<file path="src/rtl/stack_machine_alu_macros.svh">
// assertion macros for the stack machine alu
`ifndef STACK_MACHINE_ALU_MACROS_SVH
`define STACK_MACHINE_ALU_MACROS_SVH

// same-cycle implication, held off while in reset
`define SMALU_ASSERT_NOW(label, clk, rst_n, ante, cons) \
  label: assert property (@(posedge clk) disable iff (!rst_n) (ante) |-> (cons)) \
    else $error("stack machine alu: same-cycle check failed");

// next-cycle implication, held off while in reset
`define SMALU_ASSERT_NEXT(label, clk, rst_n, ante, cons) \
  label: assert property (@(posedge clk) disable iff (!rst_n) (ante) |=> (cons)) \
    else $error("stack machine alu: next-cycle check failed");

`endif

</file>
<file path="src/rtl/smalu_pkg.sv">
// package: field widths, command and status codes, controller types
`timescale 1ns / 1ps
`default_nettype none
package smalu_pkg;

  localparam int CMD_WIDTH       = 3;
  localparam int OPERAND_WIDTH   = 32;
  localparam int VALUE_WIDTH     = 32;
  localparam int STATUS_WIDTH    = 3;
  localparam int DEPTH_WIDTH     = 9;
  localparam int DEF_STACK_DEPTH = 256;
  localparam int DEF_DATA_WIDTH  = 32;

  typedef logic [CMD_WIDTH-1:0] cmd_t;

  localparam cmd_t CMD_PUSH = 3'd0;
  localparam cmd_t CMD_ADD  = 3'd1;
  localparam cmd_t CMD_POP  = 3'd2;
  localparam cmd_t CMD_MUL  = 3'd3;
  localparam cmd_t CMD_DIV  = 3'd4;
  localparam cmd_t CMD_HALT = 3'd5;

  typedef enum logic [STATUS_WIDTH-1:0] {
    ST_OK      = 3'd0,
    ST_HALTED  = 3'd1,
    ST_UNDER   = 3'd2,
    ST_OVER    = 3'd3,
    ST_DIVZERO = 3'd4
  } status_t;

  typedef enum logic [1:0] {
    S_IDLE,
    S_EXEC,
    S_ITER,
    S_FINISH
  } ctrl_state_t;

  // controller to datapath
  typedef struct packed {
    logic capture;
    logic start;
    logic commit;
  } ctrl_cmd_t;

  // datapath to controller
  typedef struct packed {
    logic need_iter;
    logic iter_busy;
    logic out_free;
  } dp_stat_t;

endpackage
`default_nettype wire

</file>
<file path="src/rtl/smalu_ctrl.sv">
// controller state machine: capture, execute, iterate, commit
`timescale 1ns / 1ps
`default_nettype none
module smalu_ctrl (
  input  logic                  clk,
  input  logic                  rst_n,
  input  logic                  in_valid,
  output logic                  in_ready,
  input  smalu_pkg::dp_stat_t   stat,
  output smalu_pkg::ctrl_cmd_t  cmd
);
  import smalu_pkg::*;

  ctrl_state_t state_r, state_nxt;

  always_comb begin
    state_nxt = state_r;
    unique case (state_r)
      S_IDLE:   if (in_valid) state_nxt = S_EXEC;
      S_EXEC:   state_nxt = stat.need_iter ? S_ITER : S_FINISH;
      S_ITER:   if (!stat.iter_busy) state_nxt = S_FINISH;
      S_FINISH: if (stat.out_free) state_nxt = S_IDLE;
      default:  state_nxt = S_IDLE;
    endcase
  end

  always_comb begin
    in_ready    = 1'b0;
    cmd.capture = 1'b0;
    cmd.start   = 1'b0;
    cmd.commit  = 1'b0;
    unique case (state_r)
      S_IDLE: begin
        in_ready    = 1'b1;
        cmd.capture = in_valid;
      end
      S_EXEC:   cmd.start = stat.need_iter;
      S_ITER:   ;
      S_FINISH: cmd.commit = stat.out_free;
      default:  ;
    endcase
  end

  always_ff @(posedge clk) begin
    if (!rst_n) begin
      state_r <= S_IDLE;
    end else begin
      state_r <= state_nxt;
    end
  end

endmodule
`default_nettype wire

</file>
<file path="config.mk">
export PLATFORM = sky130hd
export DESIGN_NAME = smalu_ctrl
export DESIGN_NICKNAME = d
export VERILOG_FILES = /design/src/rtl/stack_machine_alu_macros.svh /design/src/rtl/smalu_pkg.sv /design/src/rtl/smalu_ctrl.sv
export SDC_FILE = /design/constraint.sdc
export NUM_CORES = 1
export LEC_CHECK = 0
export ABC_AREA = 1
export BUFFER_PORTS_ARGS = -buffer_cell sky130_fd_sc_hd__buf_2
export CORE_AREA = 2 2 39 41
export CTS_BUF_LIST = sky130_fd_sc_hd__clkbuf_4 sky130_fd_sc_hd__clkbuf_8
export CTS_CLUSTER_DIAMETER = 120
export DETAILED_ROUTE_END_ITERATION = 10
export DIE_AREA = 0 0 41 43
export PLACE_DENSITY = 0.46
export SLEW_MARGIN = 5
export SYNTH_ARGS = -nofsm -noshare
export SYNTH_HDL_FRONTEND = slang
export SYNTH_SLANG_ARGS = --single-unit
</file>
<file path="constraint.sdc">
create_clock -name clk -period 1.5 [get_ports clk]
set_input_delay 0 -clock clk [delete_from_list [all_inputs] [get_ports clk]]
set_output_delay 0 -clock clk [all_outputs]
set_load 0.01 [all_outputs]
</file>
==> metrics.md, run 1 <==
| Metric | Value |
|---|---|
| RSZ-0062 raised after global routing | `no` |
| ANT cells | `0` |
| Final HPWL DP | `between 300 and 400 um` |
| Tmin final | `1.229 ns` |
| Flops & latches, synth | `2` |
| Cell Area, Placed | `approximately 270 um^2` |
| Fillers | `between 150 and 200` |
| Routed WL per cell | `a little over 6 um` |
| Run status | `finished clean` |
| RePlAce Congestion | `approximately 0.65` |
| Ys Warns | `0` |
| Number of flip-flops in the largest register | `2` |
| Commonest non-fill, non-tap cell in the layout | `nand2_1` |
| Largest family of logic cells by synthesized area | `simple AND/OR/NAND/NOR gates` |
| Sequential cell area | `about 40 um^2` |
| FF-to-FF Start | `state_r[0]` |
| Post CTS Setup Buffer Count | `0` |
| CTS tree | `done` |
| P&R area growth vs syn | `42.17%` |
| Clk buf depth | `2` |
| DR vias | `approximately 220` |
| Footprint of the multi-input gates | `~130 um^2` |
| DR iter-0 viols | `2` |
| Power Density | `1785 mW/mm^2` |
| Synth cell types | `7` |
| Gr usage total | `under 10%` |
| Std cell rows | `14` |
| CP Capture Type | `flip-flop` |
| I/O pins | `10` |
| Initial cell density of the core | `between 15 and 20%` |
| Logic depth of the worst register-to-register path | `7` |
| Final setup viols | `0` |
| Startpoint Class | `flip-flop` |
| Setup ws final | `approximately 0.27 ns` |
| Post-Synth Simple-Gate Area | `31.93%` |
| Post-synthesis net count | `45` |
| Critical Path RT | `1.65 ns` |
| Worst skew pair latency | `between 0.2 and 0.25 ns` |
| Largest net degree at the start of global routing | `6` |
| Vias in the first global route | `170` |
| R2r setup slk | `between 0.2 and 0.3 ns` |
| CP startpoint | `state_r[0]` |
| DRC | `0` |
| Cell count after synthesis | `35` |
| Cell area after layout | `just under 300 um^2` |
| Fmax | `0.8135 GHz` |
| CP Max Fanout | `5` |
| Maximum VDD drop | `about 0.49 mV` |
| Reg clk slew, reported paths | `0.03 ns` |
| Cts repair resizes | `0` |
| Mux share of post-synthesis cell area | `0%` |
| Vias/cell | `around 3.6` |
| Worst Hold Class | `input pin to flip-flop` |
| Global-route wire length before repair | `around 610 um` |
| Hold Fails Final Rpt | `0` |
| Worst setup path category | `flip-flop to flip-flop` |
| Skew final | `~0.0026 ns` |
| Initial antenna violation count | `0` |
| Synthesized area per cell | `5.934 um^2` |
| Crit path DAT | `around 1.4 ns` |
| ANT nets after route | `0` |
| Core area | `0.001384 mm^2` |
| Total grt overflow | `0` |
| Most frequent cells in the layout | `12 x nand2_1, 11 x inv_1, 9 x buf_2` |
| Port bufs | `9` |
| Die area | `about 0.0018 mm^2` |
| Post-synthesis xor/xnor area fraction | `0%` |
| CTS H-tree lvls | `1` |
| Final Cycle Share | `approximately 82%` |
| Top flop regs | `state_r: 2 flops` |
| Max Slew Vio Count | `0` |
| Reg-to-Reg End | `state_r[1]` |
| Post-Route WL | `slightly below 400 um` |
| DRT Pass-1 Iters | `2` |
| Biggest register | `state_r` |
| Clock sink count | `2` |
| Share of cells above drive strength 1 | `27.66%` |
| Inserted Clock Buffers | `3` |
| Syn Std Cell Area | `a little over 200 um^2` |
| Post-Route Utilization | `21.34%` |
| Worst-Margin Slew | `0.1754 ns` |
| Clk root buf | `clkbuf_4` |
| Compound-Gate Fraction of Synth Area | `4.819%` |
| Setup WS pre-CTS | `between 0.2 and 0.3 ns` |
| Leak Pwr | `0.2008 nW` |
| Area share of fa/ha/maj cells after synthesis | `between 20% and 30%` |
| Rel. slew slack | `approximately nine tenths` |
| Die W | `41 um` |
| Max-cap violations | `0` |
| Setup_tns | `0 ns` |
| Seq/Total Area, Yosys | `19.28%` |
| Setup crit end | `state_r[1]` |
| Nets | `59` |
| Hold_buf cts | `0` |
| Die Y | `approximately 43 um` |
==> area by class of cell <==
| class | instances | share of cell area (%) |
|---|---|---|
| Multi-Input combinational cell | 22 | 42.80 |
| Timing Repair Buffer | 9 | 15.25 |
| Inverter | 11 | 13.98 |
| Sequential cell | 2 | 13.56 |
| Clock buffer | 3 | 7.627 |
| Tap cell | 16 | 6.780 |
==> metal layers <==
layer,global-route usage (%),up-vias,wire length [um]
met4,4.000,0,0
met1,5.751,94,172
li1,-,125,-
met2,7.187,5,191
met5,0,-,0
met3,4.712,0,25
==> worst min path at each step <==
stage | slack [ns] | cells after the start | endpoint | from
after global placement | 0.25 | 3 | state_r[0] | rst_n
after detailed placement | 0.25 | 3 | state_r[0] | rst_n
final | 0.01 | 3 | state_r[0] | rst_n
after CTS | 0.009 | 3 | state_r[0] | rst_n
after global routing | 0.03 | 3 | state_r[1] | rst_n
after floorplan | 0.09 | 2 | cmd[1] | stat[2]
==> cells in the mapped netlist <==
library cell	instances	area share (%)
nor2_2	1	3.0
inv_1	11	20
nand2_1	12	22
ha_1	4	24
a21oi_1	2	4.8
dfxtp_1	2	19
nand3_1	3	7.2
==> where the power goes <==
part           internal [mW]  switching, mW
Combinational          0.126          0.167
Clock                 0.0882         0.0296
Sequential            0.0810         0.0352
==> per-stage QoR <==
step	hold slack [ns]	cells	total power [mW]
CTS	0.008928	63	0.5428
global placement	0.2515	60	0.4169
floorplan	0.08909	35	0.3315
finish	0.01497	63	0.5271
global route	0.02556	63	0.6061
detailed placement	0.2498	60	0.4159
==> logic make-up after synthesis <==
kind of cell | Yosys count
compound gates | 2
flops | 2
simple gates | 16
fa+ha+maj | 4
buf+inv | 11
==> worst max-delay path, stage by stage (launching register included) <==
cell and delay, ns:
dfxtp_1 0.39, inv_1 0.10, ha_1 0.24, nand2_1 0.10
inv_1 0.05, nor2_2 0.11, nand2_1 0.06, a21oi_1 0.11
Power figures use the tool's default switching activity.
==> inputs of run 2 (changes only) <==
- PLACE_DENSITY: 0.46 -> 0.47
- clock period: 1.5 -> 1.1 ns (I/O delays scaled with it)
==> metrics.md, run 2 (same netlist as run 1, synthesis figures left out) <==
| Metric | Value |
|---|---|
| CP Capture Type | `output pin` |
| CP startpoint | `state_r[0]` |
| Worst skew pair latency | `0.22 ns (about the same)` |
| Vias/cell | `3.585 (+0.82%)` |
| Fillers | `169 (+3.0%)` |
| Tmin final | `between 1 and 1.5 ns` |
| Post-Route Utilization | `27.03% (+5.7 points)` |
| Die area | `0.001763 mm^2 (unchanged)` |
| Std cell rows | `14 (unchanged)` |
| I/O pins | `10 (unchanged)` |
| Max-cap violations | `0 (unchanged)` |
| Skew final | `0.002087 ns (-0.0005457 ns)` |
| Most frequent cells in the layout | `9 x inv_1, 9 x buf_2, 8 x nand2_1` |
| Setup crit end | `cmd[1]` |
| Cell Area, Placed | `291.5 um^2 (+6.9%)` |
| Initial antenna violation count | `0 (unchanged)` |
| Max Slew Vio Count | `0 (unchanged)` |
| Logic depth of the worst register-to-register path | `7 (unchanged)` |
| Setup ws final | `0.03513 ns (-0.2356 ns)` |
| Core area | `0.001384 mm^2 (unchanged)` |
| DR vias | `233 (+4.0%)` |
| Initial cell density of the core | `15.01% (unchanged)` |
| Clk buf depth | `2 (unchanged)` |
| Reg clk slew, reported paths | `0.03 ns (about the same)` |
| Final HPWL DP | `352.4 um (+8.3%)` |
| Nets | `61 (+3.4%)` |
| DRC | `0 (unchanged)` |
| ANT cells | `0 (unchanged)` |
| P&R area growth vs syn | `80.12%` |
| DRT Pass-1 Iters | `1 (-1)` |
| Fmax | `approximately 0.94 GHz` |
| Startpoint Class | `flip-flop` |
| Crit path DAT | `1.06 ns (-0.32 ns)` |
| Power Density | `2581 mW/mm^2 (+45%)` |
| Worst-Margin Slew | `0.1007 ns (-0.07471 ns)` |
| Post-Route WL | `453 um (+16%)` |
| Gr usage total | `7.021% (+1.4 points)` |
| Reg-to-Reg End | `state_r[0]` |
| Total Power | `965.6 uW (+83%)` |
| Die W | `41 um (unchanged)` |
| Hold slack | `0.03415 ns (+0.01917 ns)` |
| Largest net degree at the start of global routing | `5 (-1)` |
| Top flop regs | `state_r: 2 flops` |
| Number of flip-flops in the largest register | `2 (unchanged)` |
| Share of cells above drive strength 1 | `59.18% (+32 points)` |
| Setup WS pre-CTS | `-0.05924 ns (-0.3131 ns)` |
| Die Y | `43 um (unchanged)` |
| Cell area after layout | `374.1 um^2 (+27%)` |
| Clk root buf | `clkbuf_4` |
| Routed WL per cell | `6.969 um (+13%)` |
| Critical Path RT | `1.10 ns (-0.55 ns)` |
| ANT nets after route | `0 (unchanged)` |
| Hold Fails Final Rpt | `0 (unchanged)` |
| Total grt overflow | `0 (unchanged)` |
| Global-route wire length before repair | `772 um (+27%)` |
| RePlAce Congestion | `0.6686 (+3.1%)` |
| Biggest register | `state_r` |
| Final Cycle Share | `a little over nine tenths` |
| Worst setup path category | `flip-flop to output pin` |
| CTS tree | `done` |
| R2r setup slk | `0.04 ns (-0.24 ns)` |
| CTS H-tree lvls | `1 (unchanged)` |
| Inserted Clock Buffers | `3 (unchanged)` |
| Run status | `finished clean` |
| DR iter-0 viols | `0 (-2)` |
| Rel. slew slack | `93.27% (+5.0 points)` |
| Maximum VDD drop | `0.6702 mV (+38%)` |
| Port bufs | `9 (unchanged)` |
| RSZ-0062 raised after global routing | `yes` |
| Clock sink count | `2 (unchanged)` |
| Leak Pwr | `0.2136 nW (+6.4%)` |
| FF-to-FF Start | `state_r[0]` |
| Final setup viols | `0 (unchanged)` |
| Worst Hold Class | `input pin to flip-flop` |
| CP Max Fanout | `3 (-2)` |
| Vias in the first global route | `228 (+34%)` |
run 2: area by class of cell:
cell class / count / area [um^2] / area share [%]
multi-input combinational: 22 / 173.9 / 46.49
timing repair buffer: 11 / 63.81 / 17.06
sequential: 2 / 47.55 / 12.71
inverter: 11 / 46.29 / 12.37
clock buffer: 3 / 22.52 / 6.020
tap: 16 / 20.02 / 5.351
run 2: critical path, stage by stage, from the launching register on:
cell,delay (ns)
dfxtp_4,0.35
buf_6,0.12
ha_2,0.17
nand2_1,0.05
inv_1,0.03
buf_2,0.12
run 2: metal layers:
| metal | up-vias | GRT usage, % | share of wire [%] |
|---|---|---|---|
| met1 | 100 | 7.051 | 36 |
| li1 | 129 | - | - |
| met5 | - | 0 | 0 |
| met4 | 0 | 12.00 | 0 |
| met3 | 0 | 0 | 3.3 |
| met2 | 4 | 9.375 | 60 |
run 2: worst min path at each step:
stage / startpoint / to / slack, ns / cells past startpoint
after floorplan: stat[2] / cmd[1] / 0.09 / 2
after global placement: rst_n / state_r[0] / 0.25 / 3
after detailed placement: rst_n / state_r[0] / 0.24 / 3
after CTS: rst_n / state_r[0] / 0.005 / 3
after global routing: rst_n / state_r[0] / 0.04 / 3
final: rst_n / state_r[0] / 0.03 / 3
run 2: what timing repair did:
action	in CTS	in global routing
pin swaps	1	7
buffers inserted	1	0
endpoints found under the setup margin	5	3
hold buffers	0	0
gates cloned	0	0
gates resized for setup	5	14
run 2: report_power, final:
group / internal (mW) / switching, mW
Combinational: 0.297 / 0.308
Sequential: 0.134 / 0.0685
Clock: 0.120 / 0.0383
run 2: per-stage QoR:
stage / setup TNS, ns / cells
after floorplan: 0 / 35
after global placement: -0.08750 / 62
after detailed placement: -0.1134 / 62
after CTS: 0 / 65
after global routing: -0.06847 / 65
final: 0 / 65
